[config.mk]
export PLATFORM = sky130hd
export DESIGN_NAME = rim_cell
export DESIGN_NICKNAME = d
export VERILOG_FILES = /design/src/design/assert_macros.svh /design/src/design/rim_pkg.sv /design/src/design/rim_cell.sv
export SDC_FILE = /design/constraint.sdc
export NUM_CORES = 1
export LEC_CHECK = 0
export BUFFER_PORTS_ARGS = -buffer_cell sky130_fd_sc_hd__buf_2
export CAP_MARGIN = 20
export CORE_UTILIZATION = 43
export DETAILED_ROUTE_END_ITERATION = 7
export PLACE_DENSITY = 0.86
export SYNTH_ARGS = -nofsm -noshare
export SYNTH_HDL_FRONTEND = slang
export SYNTH_SLANG_ARGS = --single-unit
[constraint.sdc]
create_clock -name clk -period 1 [get_ports clk]
set_input_delay 0.2 -clock clk [delete_from_list [all_inputs] [get_ports clk]]
set_output_delay 0.2 -clock clk [all_outputs]
set_load 0.02 [all_outputs]
[src/design/assert_macros.svh]
// Assertion macros used by the range_index_map top level.
`ifndef ASSERT_MACROS_SVH
`define ASSERT_MACROS_SVH

// Implication checked on every rising clock edge outside reset.
`define ASSERT_IMPLY(label, clk, rst, cond, prop, msg) \
  label: assert property (@(posedge clk) disable iff (rst) (cond) |-> (prop)) \
    else $error(msg);

// Next-cycle implication checked outside reset.
`define ASSERT_NEXT(label, clk, rst, cond, prop, msg) \
  label: assert property (@(posedge clk) disable iff (rst) (cond) |=> (prop)) \
    else $error(msg);

`endif

[src/design/rim_pkg.sv]
// Types and constants for the range index map.
`timescale 1ns / 1ps
package rim_pkg;

  localparam int unsigned CodeW = 21;
  localparam logic [CodeW-1:0] CodeMax = {CodeW{1'b1}};

  localparam logic [1:0] KIND_CLEAR  = 2'd0;
  localparam logic [1:0] KIND_APPEND = 2'd1;
  localparam logic [1:0] KIND_I2C    = 2'd2;
  localparam logic [1:0] KIND_C2I    = 2'd3;

  localparam logic [1:0] ST_OK        = 2'd0;
  localparam logic [1:0] ST_NOT_FOUND = 2'd1;
  localparam logic [1:0] ST_FULL      = 2'd2;
  localparam logic [1:0] ST_ORDER     = 2'd3;

  typedef struct packed {
    logic [1:0]       kind;
    logic [CodeW-1:0] first_code;
    logic [CodeW-1:0] last_code;
    logic [CodeW-1:0] key;
  } rim_in_t;

  typedef struct packed {
    logic [1:0]       status;
    logic [CodeW-1:0] value;
    logic [CodeW-1:0] total_items;
  } rim_out_t;

  // One range entry as it moves along the cell chain.
  typedef struct packed {
    logic [CodeW-1:0] first_code;
    logic [CodeW-1:0] last_code;
    logic [CodeW-1:0] base;
  } rim_entry_t;

  // Probe travelling with the rotation: a lookup question and its answer.
  typedef struct packed {
    logic [1:0]       kind;
    logic [CodeW-1:0] key;
    logic             found;
    logic [CodeW-1:0] value;
  } rim_probe_t;

  function automatic logic [CodeW-1:0] sat_add(input logic [CodeW-1:0] a,
                                               input logic [CodeW-1:0] b);
    logic [CodeW:0] s;
    s = {1'b0, a} + {1'b0, b};
    return s[CodeW] ? CodeMax : s[CodeW-1:0];
  endfunction

endpackage

[src/design/rim_cell.sv]
// One storage cell of the range chain: holds an entry and passes it along.
`timescale 1ns / 1ps
module rim_cell import rim_pkg::*; (
  input  logic       clk,
  input  logic       shift,
  input  rim_entry_t entry_in,
  output rim_entry_t entry_out
);

  rim_entry_t entry;

  always_ff @(posedge clk) begin
    if (shift) begin
      entry <= entry_in;
    end
  end

  assign entry_out = entry;

endmodule

# Word level (Yosys, flattened, before mapping)
# Index checks and enable logic that the tools add are counted.
[totals]
word_cells = 3
reg_bits = 63

# Logic depth before layout (Yosys ltp)
[logic_depth]
ltp_word = 0
mapped_depth = 0

# Worst setup path after synthesis
# OpenSTA, ideal clock, no wires.
[synth_timing]
path_kind = "register to output"
start = "register entry (netlist bit entry_out[0])"
end = "output entry_out[0] in the netlist's numbering"
n_path_buf = 0
path_stages_with_launch = 1
path_slack_ns = 0.351
arrival_ns = 0.449
t_required_ns = 0.800
cell_sequence = "edfxtp_1"
[synth_lines]
columns = ["item", "line", "text"]
rows = [
  ["start: declaration", "rim_cell.sv:10", "rim_entry_t entry;"],
  ["start signal: assignment", "rim_cell.sv:14", "entry <= entry_in;"],
  ["end: declaration", "rim_cell.sv:7", "output rim_entry_t entry_out"],
]
# No word-level cell between the ends.

# Worst setup path in the final report
[layout_timing]
start = "register entry (netlist bit entry_out[44])"
end = "output entry_out[44] in the netlist's numbering"
# No word-level cell between the ends.

==> run metrics <==
final core utilization=around 76%; Buf/Inv on CP=1; Net count, final=about 270; Max Cap Viol=0; Filler Cell Count=248; Multi-In Gates=0; Cells after Synth=63; sequential cell area=0.00189 mm²; Site Rows=23; Cell Pwr Density=around 2100 mW/mm²; RSZ-0062 raised after global routing=true; gr ovfl total=0; Clock Pin Slew Worst Setup and Hold Paths=about 0.070 ns; initial antenna violation count=0; Tcrit/Tclk final=109%; leakage power=0.00134 µW; top post-synthesis cells by area=edfxtp_1 (100%); Synth top area share=between 90% and 100%; WL met3=roughly 340 µm; Final Hold Vio Count=0; synthesis-stage register bit count=63; CP Depth=1; worst path cell trace=buf_6; Crit path required time=0.80 ns; Tmin final=approximately 1.1 ns; Final WS setup=-0.0878 ns; outcome=complete, but fails checks; area taken by multi-input logic gates=0 µm²; Flop pwr share=48.9%; vias in the first global route=1089; failing checks=negative setup slack; largest area contributor in the netlist=edfxtp_1; nature of the critical path endpoint=output port; drt wl/cell=between 15 and 20 µm; Pint=about 5200 µW; # IOs=around 130; met2 routed wirelength=roughly 2100 µm; routed length on met1=1500 µm; worst vdd rail ir drop=roughly 0.0016 V; slew margin rel.=~90%; Worst Max-Slew Pin Slew=about 0.18 ns; quantity of I/O buffers inserted on ports=127; clock share of power=38.7%; largest net degree at the start of global routing=34; Area growth syn-to-layout=65.7%; overall power=about 6600 µW; die area=~0.0047 mm²; first-pass GRT wire length=roughly 5000 µm; Inserted Diodes=0; antenna viol nets, final=0; post-synthesis instance area=~0.0019 mm²; Die Ht=between 60 and 70 µm; routed vias=1138; fmax=just over 0.9 GHz; CP top delay family=flip-flops; net switching power=about 1400 µW; post-synthesis area per instance=30.0 µm²; sw frac=roughly a fifth; Core Area=0.00412 mm²; hold crit path type=in2reg; clk root buf=clkbuf_8; Worst Setup EP=entry_out[44]; DR iter-0 viols=between 90 and 100; Clock Path Buffers=2; yosys warns=0; pins over their slew limit=0; Clock Sinks=63; Die Width=approximately 68 µm; Initial Util=46.0%; Global Route Usage Sum=about 17%; H-tree depth=3; Post-Route WL=around 4000 µm; CTS Buf Count=9; critical path's largest stage delay=approximately 0.4 ns; CP Max Fanout=1; critical path type=reg2out; DRC Markers=0; Slowest-stage cell, CP=edfxtp_1; dpl ws=around 0.12 ns; combinational share of power=about 12%; Setup TNS=-3.23 ns; crit path from=entry_out[44]; sequential area share after synthesis=between 90% and 100%; layout cell share with drive strength beyond 1=about two thirds; RePlAce Congestion=between 0.6 and 0.7; crit path launch type=flop; hold_buf cts=0; CTS tree=done; synth unique cells=1; DR top layer=met4; crit path DAT=~0.9 ns; Largest register FFs=63; final count of negative-setup-slack endpoints=63; Vias per Instance=roughly 4.4; drt pass-1 iters=4; syn_nets=128
[cell type report]
cell class              count  area share (%)
flip-flops and latches     63            60.4
repair buffers            129            30.3
clock buffers              12            4.31
clock inverters             4            2.99
well taps                  50            2.00
[how the worst min path moves through the flow]
stage                       startpoint             to  slack, ns  cells past startpoint
final                     entry_in[34]  entry_out[34]       0.04                      1
after global routing      entry_in[51]  entry_out[51]       0.03                      1
after CTS                 entry_in[49]  entry_out[49]       0.03                      1
after detailed placement  entry_in[42]  entry_out[42]       0.38                      1
after global placement    entry_in[16]  entry_out[16]       0.38                      1
after floorplan            entry_in[0]   entry_out[0]       0.30                      0
[cells in the mapped netlist]
cell type / number
edfxtp_1: 63
[routing by layer]
layer / GRT usage [%] / vias up
met3: 7.50 / 9
met1: 18.0 / 514
met2: 25.4 / 79
li1: - / 536
met5: 0 / -
met4: 12.8 / 0
[timing repair]
item / CTS / global route
resized for setup: 22 / 66
cloned: 0 / 0
pin swaps: 0 / 0
buffers inserted: 0 / 0
endpoints found under the setup margin: 63 / 63
[through the flow]
| stage | instance area [µm²] | instances | hold WS, ns |
|---|---|---|---|
| final | 3130 | 258 | 0.0438 |
| after floorplan | 1890 | 63 | 0.299 |
| after detailed placement | 2630 | 242 | 0.378 |
| after global routing | 3130 | 258 | 0.0280 |
| after global placement | 2630 | 242 | 0.376 |
| after CTS | 2930 | 258 | 0.0299 |
[cells in the final DEF (no fill, tap or decap), drive strengths merged]
cell,synthesis,routed
edfxtp,63,63
bufinv,0,3
clkbuf,0,12
clkinv,0,1
buf,0,129
[cell families (layout without fill, tap and decap cells)]
| logic type | after synthesis | after routing | synth area share (%) |
|---|---|---|---|
| DFF | 63 | 63 | 100 |
| buffers and inverters | 0 | 145 | 0 |
[power by group through the flow]
stage          clock (µW)  combinational [µW]  sequential, µW
6_report             2550                 813            3220
5_1_grt              2670                 857            3240
4_1_cts              2600                 699            3190
3_5_place_dp            0                 658            3240
3_3_place_gp            0                 644            3230
2_1_floorplan           0                   0            3520
Power figures use the tool's default switching activity.
