===== src/design/assert_macros.svh =====
// Assertion macros used by the range_index_map top level.
`ifndef ASSERT_MACROS_SVH
`define ASSERT_MACROS_SVH

// Implication checked on every rising clock edge outside reset.
`define ASSERT_IMPLY(label, clk, rst, cond, prop, msg) \
  label: assert property (@(posedge clk) disable iff (rst) (cond) |-> (prop)) \
    else $error(msg);

// Next-cycle implication checked outside reset.
`define ASSERT_NEXT(label, clk, rst, cond, prop, msg) \
  label: assert property (@(posedge clk) disable iff (rst) (cond) |=> (prop)) \
    else $error(msg);

`endif


===== src/design/rim_pkg.sv =====
// Types and constants for the range index map.
`timescale 1ns / 1ps
package rim_pkg;

  localparam int unsigned CodeW = 21;
  localparam logic [CodeW-1:0] CodeMax = {CodeW{1'b1}};

  localparam logic [1:0] KIND_CLEAR  = 2'd0;
  localparam logic [1:0] KIND_APPEND = 2'd1;
  localparam logic [1:0] KIND_I2C    = 2'd2;
  localparam logic [1:0] KIND_C2I    = 2'd3;

  localparam logic [1:0] ST_OK        = 2'd0;
  localparam logic [1:0] ST_NOT_FOUND = 2'd1;
  localparam logic [1:0] ST_FULL      = 2'd2;
  localparam logic [1:0] ST_ORDER     = 2'd3;

  typedef struct packed {
    logic [1:0]       kind;
    logic [CodeW-1:0] first_code;
    logic [CodeW-1:0] last_code;
    logic [CodeW-1:0] key;
  } rim_in_t;

  typedef struct packed {
    logic [1:0]       status;
    logic [CodeW-1:0] value;
    logic [CodeW-1:0] total_items;
  } rim_out_t;

  // One range entry as it moves along the cell chain.
  typedef struct packed {
    logic [CodeW-1:0] first_code;
    logic [CodeW-1:0] last_code;
    logic [CodeW-1:0] base;
  } rim_entry_t;

  // Probe travelling with the rotation: a lookup question and its answer.
  typedef struct packed {
    logic [1:0]       kind;
    logic [CodeW-1:0] key;
    logic             found;
    logic [CodeW-1:0] value;
  } rim_probe_t;

  function automatic logic [CodeW-1:0] sat_add(input logic [CodeW-1:0] a,
                                               input logic [CodeW-1:0] b);
    logic [CodeW:0] s;
    s = {1'b0, a} + {1'b0, b};
    return s[CodeW] ? CodeMax : s[CodeW-1:0];
  endfunction

endpackage


===== src/design/rim_match.sv =====
// Lookup check of the entry at the head of the chain against the probe.
`timescale 1ns / 1ps
module rim_match import rim_pkg::*; (
  input  rim_entry_t entry,
  input  rim_probe_t probe,
  output logic       hit,
  output logic [CodeW-1:0] value
);

  logic [CodeW-1:0] span;
  logic [CodeW:0]   top_wide;

  always_comb begin
    span     = entry.last_code - entry.first_code;
    top_wide = {1'b0, entry.base} + {1'b0, span};
    hit      = 1'b0;
    value    = '0;
    if (probe.kind == KIND_I2C) begin
      // Top of the range may run past 21 bits once the total saturates.
      // Below the saturated top index the matching range is unique.
      hit   = (probe.key >= entry.base) && ({1'b0, probe.key} <= top_wide);
      value = entry.first_code + (probe.key - entry.base);
    end else begin
      hit   = (probe.key >= entry.first_code) && (probe.key <= entry.last_code);
      value = sat_add(entry.base, probe.key - entry.first_code);
    end
  end

endmodule


===== config.mk =====
export PLATFORM = sky130hd
export DESIGN_NAME = rim_match
export DESIGN_NICKNAME = d
export VERILOG_FILES = /design/src/design/assert_macros.svh /design/src/design/rim_pkg.sv /design/src/design/rim_match.sv
export SDC_FILE = /design/constraint.sdc
export NUM_CORES = 1
export LEC_CHECK = 0
export BUFFER_PORTS_ARGS = -buffer_cell sky130_fd_sc_hd__buf_2
export CAP_MARGIN = 10
export CORE_MARGIN = 8
export CORE_UTILIZATION = 45
export DETAILED_ROUTE_END_ITERATION = 12
export PLACE_DENSITY = 0.64
export SYNTH_ARGS = -nofsm -noshare
export SYNTH_HDL_FRONTEND = slang
export SYNTH_SLANG_ARGS = --single-unit

===== constraint.sdc =====
create_clock -name vclk -period 10.5
set_clock_uncertainty 0.1 [all_clocks]
set_input_delay 0.525 -clock vclk [all_inputs]
set_output_delay 0.525 -clock vclk [all_outputs]
set_load 0.01 [all_outputs]

# Yosys cells after proc, flatten, opt, wreduce, memory -nomap -nowiden
# Index checks and enable logic that the tools add are counted.
dict set report classes {
  n_reduce_logical 2
  n_mux 3
  add_sub_neg 6
  eq_ne 1
  n_lt_le_gt_ge 4
}
# cell count
set ops {}
lappend ops {{subtractor 21 bit} 3}
lappend ops {{adder 21 x 21 -> 22 bit} 2}
lappend ops {{greater-or-equal comparator 21 bit} 2}
lappend ops {{2-to-1 mux 21 bit} 2}
lappend ops {{less-or-equal comparator 21 x 22 -> 1 bit} 1}
lappend ops {{adder 21 bit} 1}
lappend ops {{less-or-equal comparator 21 bit} 1}
lappend ops {{equality test 2 bit (second input constant)} 1}
lappend ops {{logical AND 1 bit} 2}
lappend ops {{2-to-1 mux 1 bit} 1}
dict set report word_totals {
  out_inout_bits 22
  input_bits 108
  ff_bits 0
  wordCells 16
}

# Logic depth before layout (Yosys ltp)
dict set report depth {
  ltp_word 5
  mapped_depth 28
  depth_no_buf 28
}

# Least setup slack after synthesis
# No wires, ideal clock.
dict set report synth_timing {
  kind {in2out}
  from {input port probe[22] (netlist name)}
  to {output port value[10]}
  required_ns 9.875
  cell_stages 24
  setup_slack_ns 5.188
  t_arrival_ns 4.687
  n_path_buf 2
  cell_sequence {inv_1 ha_1 inv_1 fa_1 a21o_1 a21oi_1 nor2b_1 o21a_1 o211ai_1 a21boi_0 or2_2 a21oi_1 xnor2_1 ha_1 a21oi_1 and4_1 o31ai_1 and3_4 a31o_4 a221oi_4 o21a_1 buf_6 buf_6 a31oi_1}
}
dict set report synth_between {
  elab_chain_len 4
  elab_cells_between_ends 6
  cone_classes {add/sub: 4; mux: 2}
}
# element line
set synth_rtl {}
lappend synth_rtl {{start, declared} rim_match.sv:5} ;# input rim_probe_t probe,
lappend synth_rtl {{subtractor 21 bit} rim_match.sv:25} ;# value = sat_add(entry.base, probe.key - entry.first_code);
lappend synth_rtl {{adder 21 x 21 -> 22 bit} rim_pkg.sv:49} ;# s = {1'b0, a} + {1'b0, b};
lappend synth_rtl {{2-to-1 mux 21 bit} rim_pkg.sv:50} ;# return s[CodeW] ? CodeMax : s[CodeW-1:0];
lappend synth_rtl {{2-to-1 mux 21 bit *} rim_match.sv:18} ;# if (probe.kind == KIND_I2C) begin
lappend synth_rtl {{end, declared} rim_match.sv:7} ;# output logic [CodeW-1:0] value
# Every way passes the cells marked *; elsewhere a longest branch is shown, timed or not.

# Final worst setup path
dict set report layout_timing {
  from {input port probe[22] (netlist name)}
  to {output port value[18]}
}
# The elaborated chain is that of the path after synthesis.

==> reports/results.ini <==
[run_status]
status = completed

[timing]
fin_crit_sh = 0.628
tightestPinTransition_ns = 0.690
fmax_mhz = 152
tns_ns = 0
rsz0062_at_grt = no
relSlewSlack = 0.540
final_max_slew_viol_count = 0
timing_hold_violations_final = 0
finalCriticalPeriod_ns = 6.59
setup_violations = 0

[critical_path]
required_ns = 9.88
arrival_ns = 5.97
cpMaxStageDelayCell = o21a_1
path_delay_family = compound AO/OA/AOI/OAI gates
critPathKind = in -> out
crit_top_cell = a21oi_1
crit_buf_inv = 4
cp-start-kind = primary input
max_stage_delay_ns = 0.62
startpoint = probe[22]
crit_fanout = 18
cp_num_cells = 25
critPathCaptureType = primary output

[yosys]
synth_area_um2 = 6960
synth.largest_area_cell = ha_1
syn_avg_cell_area_um2 = 7.40
syn_nets = 1239
synth_area_leaders = ha_1, inv_1, xnor2_1
ys_warn_count = 0
seq_area_frac_synth = 0
synth_cell_types = 63
synth.top_cell.area_share = 0.298
synthesis.instances = 941

[finish]
syn2layout_area_growth_pct = 10.8
final_cells = 1232
nets = 1344
seq_area_um2 = 0
drive_gt1_frac = 0.124
antenna_cells = 0
clockBufferCount = 0
nFlopsAndLatches = 0

[cts]
cts_setup_buffers = 0
post_cts_resized = 0
hold_buffers = 0

[floorplanning]
start_util = 0.460
num_rows = 45
ios = 130
fp.dieH_um = 140
core_region_area_um2 = 15100
dieWidth_um = 140
dieArea_um2 = 19700

[detailed_routing]
wl_mm = 20.0
top_layer_used = met4
wl_met3_um = 739
drt_iter0_drc = 337
wl_met2_mm = 8.77
wire_per_inst_um = 16.2
postRouteAntennaNets = 0
viasPerCell = 5.59
dr.pass1.iters = 5
wl_met1_mm = 10.2
vias = 6881
drcViolationCount = 0

[global_routing]
grt_pass1_wl_mm = 32.8
overflow = 0
grt_pass1_vias = 6849
grt_use_total = 0.199
grt_max_degree = 31
antenna_found_initial = 0

[place]
dp_hpwl_mm = 18.1
place.gp.congestion = 0.955
io_buffers = 108
placed_cells = 1232

[power]
power_density_nw_per_um2 = 109
leakagePower_nw = 4.08
ir_worst_vdd_mv = 0.0330
total_power_mw = 0.844

[min_path]
holdCritPathClass = in -> out
min_path_cells = 5
min_from = entry[42]

[flow_run]
maxCapViolations = 0

==> logic make-up after synthesis <==
group / count (synthesis) / synth area share
and+or+nand+nor: 225 / 0.163
adders and majority gates: 190 / 0.367
buffers and inverters: 149 / 0.0825
xor gates and xnor gates: 86 / 0.108
AOI/OAI and AO/OA: 290 / 0.278
muxes: 1 / 0.00144
==> layout make-up <==
type                            count  area [um^2]
Fill cell                        1536         7430
Inverter                          142          533
Multi-Input combinational cell    792         6390
Tap cell                          188          235
Timing Repair Buffer              110          556
==> where the power goes <==
group / leakage [nW] / switching (mW) / internal (mW)
Sequential: 0 / 0 / 0
Combinational: 4.08 / 0.464 / 0.379
Clock: 0 / 0 / 0
==> metal layers <==
metal	vias up	global-route usage
met2	138	0.331
met1	3135	0.283
met4	0	0.0251
met5	-	0
li1	3587	-
met3	21	0.00985
==> synth_stat cells, types with 7 or more instances <==
cell type,instances
a211oi_1,8
a21o_1,39
a21oi_1,83
a31oi_1,30
fa_1,24
ha_1,166
inv_1,142
nand2_1,36
nand2b_1,13
nand3_1,11
nand4_1,17
nor2_1,70
nor2b_1,20
nor3_1,19
o211ai_1,9
o21a_1,18
o21ai_0,42
o21bai_1,7
o31ai_1,10
or2_2,8
xnor2_1,57
xor2_1,29
==> worst paths after layout <==
path / endpoint / slack [ns]
min: value[0] / 1.50
max: value[18] / 3.91
==> through the flow <==
step                utilization  hold slack [ns]  setup slack, ns  area (um^2)
floorplan                     -             1.23             5.19         6960
global placement          0.509             1.50             3.95         7710
detailed placement        0.509             1.50             3.92         7710
CTS                       0.509             1.51             3.90         7710
global route              0.509             1.55             3.49         7710
finish                    0.509             1.50             3.91         7710
==> layout by cell type (no fill, tap or decap), types with 2 or more instances in the layout <==
cell type / instances
o2111ai_1: 3
a41oi_1: 2
xor2_1: 29
and2_1: 6
nor3_1: 19
xnor2_1: 57
buf_2: 108
a22oi_2: 2
o31a_1: 4
o21a_1: 18
and3_1: 5
o31ai_1: 10
buf_4: 2
a21boi_1: 2
or2_2: 8
nand2b_1: 13
nor2b_1: 20
nand4_1: 17
o21ai_0: 42
inv_1: 142
o21bai_1: 7
a31oi_1: 30
a21o_1: 39
a21oi_1: 83
o211ai_1: 9
ha_1: 166
nand3_1: 11
and4_1: 6
fa_1: 24
a211oi_1: 8
a21boi_0: 5
nand3b_1: 2
or3_1: 4
nor2_1: 70
nand2_1: 36
nor4_1: 4
a211o_1: 3
a22oi_1: 3
(Power assumes the default switching activity.)
